### src/sv/rrgb_pkg.sv
package rrgb_pkg;

    localparam int FRAC_BITS = 24;

    localparam int SW     = 48;            // sample width
    localparam int CW     = 42;            // range register width
    localparam int PW     = 25;            // gain / bias register width
    localparam int XW     = FRAC_BITS + 1; // unsigned value in [0, ONE]
    localparam int VW     = 64;            // wide signed working value
    localparam int ADDR_W = 6;
    localparam int DATA_W = 64;

    localparam int DIV_QW = 63;
    localparam int DIV_DW = (2 * FRAC_BITS + 2 > CW + 1) ? 2 * FRAC_BITS + 2 : CW + 1;
    localparam int DIV_NW = DIV_QW + DIV_DW;

    localparam logic [XW-1:0] ONE  = {1'b1, {FRAC_BITS{1'b0}}};
    localparam logic [XW-1:0] HALF = ONE >> 1;
    localparam logic [XW-1:0] EPS  = XW'(((longint'(1) << FRAC_BITS) + 50000) / 100000);
    localparam logic [XW-1:0] T999 = XW'(((longint'(1) << FRAC_BITS) * 999 + 500) / 1000);

    localparam logic [DIV_QW-1:0] VSAT = DIV_QW'(1) << 62;

    localparam logic signed [VW-1:0] S48_MAX = VW'((longint'(1) << (SW - 1)) - 1);
    localparam logic signed [VW-1:0] S48_MIN = -S48_MAX - VW'(1);

    localparam logic [1:0] MODE_PLAIN = 2'd0;
    localparam logic [1:0] MODE_CLAMP = 2'd1;
    localparam logic [1:0] MODE_WRAP  = 2'd2;

    localparam logic [2:0] REG_IN_LOW   = 3'd0;
    localparam logic [2:0] REG_IN_HIGH  = 3'd1;
    localparam logic [2:0] REG_OUT_LOW  = 3'd2;
    localparam logic [2:0] REG_OUT_HIGH = 3'd3;
    localparam logic [2:0] REG_GAIN     = 3'd4;
    localparam logic [2:0] REG_BIAS     = 3'd5;
    localparam logic [2:0] REG_MODE     = 3'd6;

    typedef struct packed {
        logic [CW-1:0] in_low;
        logic [CW-1:0] in_high;
        logic [CW-1:0] out_low;
        logic [CW-1:0] out_high;
        logic [PW-1:0] gain;
        logic [PW-1:0] bias;
        logic [1:0]    mode;
    } cfg_t;

    typedef struct packed {
        logic                 last;
        logic                 narrow;
        logic                 interior;
        logic                 neg;
        logic                 domod;
        logic                 hi;
        logic                 zero;
        logic [FRAC_BITS-1:0] n;
        logic [VW-1:0]        val;
    } side_t;

    function automatic logic signed [VW-1:0] sx_cfg(input logic [CW-1:0] v);
        return VW'($signed(v));
    endfunction

    function automatic logic [XW-1:0] clamp_one(input logic [PW-1:0] v);
        if (longint'(v) > longint'(ONE))
            return ONE;
        return XW'(v);
    endfunction

endpackage

### src/sv/rrgb_regs.sv
module rrgb_regs (
    input  logic                         clk,
    input  logic                         rst_n,
    input  logic                         psel,
    input  logic                         penable,
    input  logic                         pwrite,
    input  logic [rrgb_pkg::ADDR_W-1:0]  paddr,
    input  logic [rrgb_pkg::DATA_W-1:0]  pwdata,
    output logic [rrgb_pkg::DATA_W-1:0]  prdata,
    output logic                         pready,
    output rrgb_pkg::cfg_t               cfg
);

    rrgb_pkg::cfg_t cfg_reg;
    logic [2:0]     idx;
    logic           wr;

    assign idx    = paddr[rrgb_pkg::ADDR_W-1:3];
    assign wr     = psel && penable && pwrite;
    assign pready = 1'b1;
    assign cfg    = cfg_reg;

    always_ff @(posedge clk or negedge rst_n)
    begin
        if (!rst_n)
        begin
            cfg_reg <= '0;
        end
        else if (wr)
        begin
            case (idx)
                rrgb_pkg::REG_IN_LOW:   cfg_reg.in_low   <= pwdata[rrgb_pkg::CW-1:0];
                rrgb_pkg::REG_IN_HIGH:  cfg_reg.in_high  <= pwdata[rrgb_pkg::CW-1:0];
                rrgb_pkg::REG_OUT_LOW:  cfg_reg.out_low  <= pwdata[rrgb_pkg::CW-1:0];
                rrgb_pkg::REG_OUT_HIGH: cfg_reg.out_high <= pwdata[rrgb_pkg::CW-1:0];
                rrgb_pkg::REG_GAIN:     cfg_reg.gain     <= pwdata[rrgb_pkg::PW-1:0];
                rrgb_pkg::REG_BIAS:     cfg_reg.bias     <= pwdata[rrgb_pkg::PW-1:0];
                rrgb_pkg::REG_MODE:     cfg_reg.mode     <= pwdata[1:0];
                default:                ;
            endcase
        end
    end

    always_comb
    begin
        case (idx)
            rrgb_pkg::REG_IN_LOW:   prdata = rrgb_pkg::DATA_W'(cfg_reg.in_low);
            rrgb_pkg::REG_IN_HIGH:  prdata = rrgb_pkg::DATA_W'(cfg_reg.in_high);
            rrgb_pkg::REG_OUT_LOW:  prdata = rrgb_pkg::DATA_W'(cfg_reg.out_low);
            rrgb_pkg::REG_OUT_HIGH: prdata = rrgb_pkg::DATA_W'(cfg_reg.out_high);
            rrgb_pkg::REG_GAIN:     prdata = rrgb_pkg::DATA_W'(cfg_reg.gain);
            rrgb_pkg::REG_BIAS:     prdata = rrgb_pkg::DATA_W'(cfg_reg.bias);
            rrgb_pkg::REG_MODE:     prdata = rrgb_pkg::DATA_W'(cfg_reg.mode);
            default:                prdata = '0;
        endcase
    end

endmodule

### config.mk
export PLATFORM = sky130hd
export DESIGN_NAME = rrgb_regs
export DESIGN_NICKNAME = d
export VERILOG_FILES = /design/src/sv/rrgb_pkg.sv /design/src/sv/rrgb_regs.sv
export SDC_FILE = /design/constraint.sdc
export NUM_CORES = 1
export LEC_CHECK = 0
export ABC_CLOCK_PERIOD_IN_PS = 1300
export BUFFER_PORTS_ARGS = -buffer_cell sky130_fd_sc_hd__buf_4
export CAP_MARGIN = 15
export CORE_MARGIN = 4
export CORE_UTILIZATION = 46
export DETAILED_ROUTE_END_ITERATION = 8
export HOLD_SLACK_MARGIN = 0.12
export PLACE_DENSITY_LB_ADDON = 0.1
export SYNTH_ARGS = -nofsm -noshare
export SYNTH_HDL_FRONTEND = slang
export SYNTH_SLANG_ARGS = --single-unit
### constraint.sdc
create_clock -name clk -period 1.3 [get_ports clk]
set_clock_uncertainty 0.2 [all_clocks]
set_input_delay 0.13 -clock clk [delete_from_list [all_inputs] [get_ports clk]]
set_output_delay 0.13 -clock clk [all_outputs]
set_load 0.01 [all_outputs]
==> qor.yml, run 1 <==
status:
  status: "finished with violations"
  violations: "hold timing, setup timing"
grt:
  antenna_found_initial: 0
  met2_usage: 0.475
  track_usage: 0.282
  gr-usage-met3: 0.0833
  grt_max_degree: 32
  grt_pass1_vias: 9305
  gr-total-overflow: 0
  use_met1: 0.351
  grt_pass1_wl_um: 54100
  top_usage_layer: "met2"
setup_path:
  worstPathRequired_ns: 0.97
  cp_max_fo: 2
  cp-start-kind: "register"
  cp-end-kind: "output port"
  cp.arrival_ns: 1.81
  worstSetupPathType: "reg -> out"
die:
  fp.coreArea_um2: 21900
  start_util: 0.468
  dieArea_um2: 24700
  ios: 360
  die_y_um: 157
  dieWidth_um: 157
  row_count: 54
sta:
  clock.fmax_ghz: 0.467
  slew_viol_final: 0
  setup_ws_ns: -0.843
  period_needed_ns: 2.14
  fin_crit_sh: 1.65
  report.final.setup_viol: 266
  whs_ns: -0.126
  finalHoldViolations: 20
  rsz0062_at_grt: "yes"
run:
  cap_viol_max_count: 0
synthesis:
  yosysTopAreaCell: "dfrtp_1"
  async_flop_share: 1.00
  synth_edf_count: 0
  yosysSeqAreaShare: 0.537
  synth.avg_cell_area_um2: 14.6
  ys_warn_count: 0
  synth_top_cell_area_share: 0.537
  yosys-top-cells-area: "dfrtp_1 54%, mux2_2 26%, mux4_2 3.7%, mux2i_1 3.7%, buf_4 3.3%"
  synthCells: 704
  yosysUniqueCellTypes: 37
  ys_ff_latch: 220
  syn-cell-area_um2: 10300
  synth_ff_type: "dfrtp_1"
placed_design:
  portBuffers: 311
  placed_area_um2: 14700
  dp.cells: 1466
  place_hpwl_um: 23100
  gp_congestion: 0.806
routing:
  routedWlPerCell_um: 23.2
  vias: 8703
  remaining_drc_errors: 0
  viasPerCell: 5.33
  drtIter0Drc: 318
  finalWirelength_um: 37900
  ant_nets: 0
  dr.pass1.iters: 4
finish:
  nets: 1408
  largest_reg_flops: 220
  finish.instance_area_um2: 18200
  antennaDiodeCount: 0
  syn_to_final_growth_pct: 77.2
  drive_gt1_frac: 0.716
  final_cells: 1632
power_and_ir_drop:
  ir_worst_vdd_mv: 1.39
  cellPowerDensity_nw_per_um2: 1540
  power_leakage_nw: 8.86
  total_power_mw: 28.0
clock_network:
  clk_path_buf_depth: 3
  clock_sinks: 220
  root_buffer: "clkbuf_16"
  clock_latency_ns: 0.51
  cts_hold_buffers: 43
  cts.clk_slew.worst_paths_ns: 0.06
  cts-buffers-inserted: 25
  cts_tree: "yes"
  h-tree-depth: 1
hold_path:
  hold_class: "in -> async"
## through the flow
| step | setup slack [ns] | hold slack, ns | utilization | setup TNS (ns) |
|---|---|---|---|---|
| 5_1_grt | -0.876 | -0.108 | 0.830 | -75.92 |
| 6_report | -0.843 | -0.126 | 0.830 | -67.14 |
| 3_5_place_dp | -0.463 | -0.173 | 0.671 | -97.40 |
| 4_1_cts | -0.736 | -0.125 | 0.797 | -66.04 |
| 3_3_place_gp | -0.451 | -0.172 | 0.671 | -95.64 |
| 2_1_floorplan | -0.228 | -0.366 | - | -43.46 |
## critical path, cell delays in order, from the launching register on
cell and delay (ns):
dfrtp_1 0.45, mux4_2 0.55, and2_4 0.17, buf_6 0.11
## final timing paths
kind | slack [ns] | cells after the start | to | from
hold reg to reg | 0.34 | 1 | cfg[62] | cfg[62]
setup / recovery | -0.84 | 3 | prdata[36] | cfg[214]
max in group asynchronous | 0.44 | 3 | cfg[35] | rst_n
hold / removal | -0.13 | 2 | cfg[12] | rst_n
setup reg to reg | -0.28 | 7 | cfg[184] | cfg[184]
min in group clk | -0.01 | 4 | cfg[1] | penable
## kinds of logic after synthesis
kind of cell / after synthesis / share of synthesized area
compound gates: 49 / 0.0360
simple gates: 63 / 0.0371
other cells: 2 / 0.000732
buf+inv: 72 / 0.0481
flops: 220 / 0.537
mux: 298 / 0.341
## metal layers
metal	part of all wire	up-vias	wire, um
li1	-	3819	-
met2	0.49	373	18700
met3	0.082	95	3100
met5	0	-	0
met1	0.38	4416	14500
met4	0.042	0	1570
## layout make-up
type | instances | area (um^2)
Timing Repair Buffer | 651 | 6710
Clock inverter | 14 | 199
Tap cell | 280 | 350
Clock buffer | 32 | 682
Sequential cell | 220 | 5510
Fill cell | 1152 | 3720
Inverter | 2 | 7.51
Multi-Input combinational cell | 433 | 4710
## layout by cell type (no fill, tap or decap), types with 18 or more instances in the layout
cell type,instances
buf_12,18
dfrtp_1,220
buf_6,396
mux2_2,207
clkbuf_16,25
mux2i_1,38
conb_1,23
buf_4,193
mux2_4,30
dlygate4sd3_1,43
## repair_timing
item	CTS	global route
buffers inserted	58	112
endpoints found under the setup margin	262	263
resized for setup	363	108
hold endpoints to repair	440	78
pin swaps	19	4
## power breakdown
group / internal (mW) / switching [mW] / total [mW]
combinational: 7.04 / 4.05 / 11.1
sequential: 8.20 / 1.11 / 9.30
clock: 4.70 / 2.94 / 7.64
## synthesized netlist by cell type, types with 4 or more instances
cell / count
mux4_2: 17
mux2_2: 237
nand2_1: 20
and2_1: 17
o21ai_0: 9
o32a_1: 5
a221oi_1: 8
o221ai_1: 8
buf_6: 5
nor2_1: 4
mux2i_1: 38
buf_2: 12
nand3_1: 5
mux2_1: 6
a21oi_1: 4
buf_4: 45
a221o_1: 4
clkbuf_1: 7
dfrtp_1: 220
a31oi_1: 7
No activity file was read; power rests on OpenSTA's default activity.
==> inputs of run 2 (changes only) <==
CORE_ASPECT_RATIO = 0.5   (was default)
CORE_MARGIN = 2   (was 4)
MAX_ROUTING_LAYER = met4   (was default)
==> run 2 against run 1 <==
- the run still ends with hold timing, setup timing left
- first-iteration DRC count up 28%
- worst hold slack better by 0.071 ns
- largest cell class unchanged
- sequential power hardly changed
- routed wire length decreased by 3.3%
- clock power shrank 16%
==> qor.yml, run 2 (same netlist as run 1, synthesis figures left out) <==
power_and_ir_drop:
  ir_worst_vdd_mv: 1.06  # was 1.39 mV
  p_comb_frac: 0.408  # was 0.396
  cellPowerDensity_nw_per_um2: 1490  # was 1540 nW/um^2
  total_power_mw: 26.6  # was 28.0 mW
  clockPowerShare: 0.242  # was 0.272
  p_sw_mw: 7.72  # was 8.10 mW
  seqPwrFrac: 0.350  # was 0.332
  p_int_mw: 18.8  # was 19.9 mW
  power_leakage_nw: 8.68  # was 8.86 nW
  switching_share: 0.290  # was 0.289
setup_path:
  critPathMaxStageDelay_ns: 0.52  # was 0.55 ns
  cp-end-kind: "output port"  # unchanged
  worstPathRequired_ns: 0.97  # about the same
  cp_max_fo: 2  # unchanged
  critPathBufInv: 1  # unchanged
  cp_slowest_cell: "mux4_2"  # unchanged
  cp.arrival_ns: 1.75  # was 1.81 ns
  worstSetupPathType: "reg -> out"  # unchanged
  path_delay_family: "multiplexers"  # unchanged
  path_cells: "mux4_2 -> and2_4 -> buf_6"  # unchanged
  cp-start-kind: "register"  # unchanged
die:
  start_util: 0.471  # was 0.468
  ios: 360  # unchanged
  fp.coreArea_um2: 21800  # was 21900 um^2
  die_y_um: 110  # was 157 um
  dieWidth_um: 215  # was 157 um
  row_count: 38  # was 54
  dieArea_um2: 23600  # was 24700 um^2
status:
  violations: "hold timing, setup timing"  # unchanged
  status: "finished with violations"  # unchanged
finish:
  drive_gt1_frac: 0.710  # was 0.716
  final_common_cell: "buf_6"  # unchanged
  fin_util: 0.821  # was 0.830
  antennaDiodeCount: 0  # unchanged
  layout_common_cells: "385 x buf_6, 220 x dfrtp_1, 209 x mux2_2"  # was 396 x buf_6, 220 x dfrtp_1, 207 x mux2_2
  final_cells: 1627  # was 1632
  syn_to_final_growth_pct: 74.4  # was 77.2%
  largest_reg_flops: 220  # unchanged
  nets: 1391  # was 1408
routing:
  finalWirelength_um: 36600  # was 37900 um
  ant_nets: 0  # unchanged
  routedWlPerCell_um: 22.5  # was 23.2 um
  dr.pass1.iters: 4  # unchanged
  viasPerCell: 5.25  # was 5.33
  drtIter0Drc: 406  # was 318
  remaining_drc_errors: 0  # unchanged
  vias: 8544  # was 8703
hold_path:
  hold_class: "in -> async"  # unchanged
sta:
  fin_crit_sh: 1.60  # was 1.65
  rsz0062_at_grt: "yes"  # unchanged
  setup_ws_ns: -0.777  # was -0.843 ns
  report.final.setup_viol: 265  # was 266
  period_needed_ns: 2.08  # was 2.14 ns
  clock.fmax_ghz: 0.482  # was 0.467 GHz
  slew_viol_final: 0  # unchanged
  finalHoldViolations: 29  # was 20
  whs_ns: -0.0548  # was -0.126 ns
grt:
  antenna_found_initial: 0  # unchanged
  grt_max_degree: 39  # was 32
  grt_pass1_wl_um: 53700  # was 54100 um
  grt_pass1_vias: 9177  # was 9305
  track_usage: 0.306  # was 0.282
  gr-total-overflow: 0  # unchanged
placed_design:
  place_hpwl_um: 23400  # was 23100 um
  portBuffers: 311  # unchanged
  dp.cells: 1489  # was 1466
  gp_congestion: 0.823  # was 0.806
clock_network:
  cts-buffers-inserted: 21  # was 25
  cts_hold_buffers: 43  # unchanged
  clock_latency_ns: 0.50  # was 0.51 ns
  clock_sinks: 220  # unchanged
  cts.clk_slew.worst_paths_ns: 0.07  # was 0.06 ns
  h-tree-depth: 1  # unchanged
  cts_tree: "yes"  # unchanged
  clk_path_buf_depth: 3  # unchanged
  root_buffer: "clkbuf_16"  # unchanged
run:
  cap_viol_max_count: 0  # unchanged
[run 2: layer usage]
| layer | part of all wire | track usage | vias up |
|---|---|---|---|
| li1 | - | - | 3779 |
| met1 | 0.42 | 0.395 | 4447 |
| met2 | 0.51 | 0.522 | 264 |
| met3 | 0.049 | 0.0492 | 54 |
| met4 | 0.020 | 0.0611 | 0 |
| met5 | 0 | - | - |
[run 2: worst paths after layout]
check / start / end / slack [ns] / cells past startpoint
worst max-delay path: cfg[120] / prdata[26] / -0.78 / 3
worst min-delay path: rst_n / cfg[133] / -0.05 / 2
worst max register to register: cfg[82] / cfg[82] / -0.03 / 4
worst min register to register: cfg[73] / cfg[73] / 0.33 / 1
max in group asynchronous: rst_n / cfg[12] / 0.34 / 3
min in group clk: penable / cfg[0] / 0 / 4
[run 2: cell type report]
| cell class | instances | area (um^2) |
|---|---|---|
| Clock buffer | 28 | 592 |
| Timing Repair Buffer | 638 | 6590 |
| Tap cell | 300 | 375 |
| Multi-Input combinational cell | 433 | 4710 |
| Inverter | 2 | 7.51 |
| Clock inverter | 6 | 105 |
| Sequential cell | 220 | 5510 |
| Fill cell | 1199 | 3890 |
[run 2: per-stage QoR]
stage | setup WS [ns] | hold WS, ns | TNS (ns) | cell area, um^2
floorplan | -0.228 | -0.366 | -43.46 | 10700
global placement | -0.457 | -0.105 | -97.72 | 14700
detailed placement | -0.459 | -0.105 | -100.30 | 14700
CTS | -0.716 | -0.0779 | -60.33 | 17200
global route | -0.795 | -0.0441 | -69.91 | 17900
finish | -0.777 | -0.0548 | -60.55 | 17900
[run 2: repair_timing]
item | CTS | global route
endpoints found under the hold margin | 440 | 30
pin swaps | 21 | 2
endpoints found under the setup margin | 262 | 270
gates resized for setup | 327 | 126
buffers inserted | 45 | 95
[run 2: power groups by stage]
stage / clock network (mW) / registers, mW / logic [mW]
floorplan: 0 / 9.80 / 2.53
global placement: 0 / 9.07 / 8.13
detailed placement: 0 / 9.14 / 8.27
CTS: 6.52 / 9.19 / 9.86
global route: 6.82 / 9.42 / 11.4
finish: 6.44 / 9.29 / 10.8
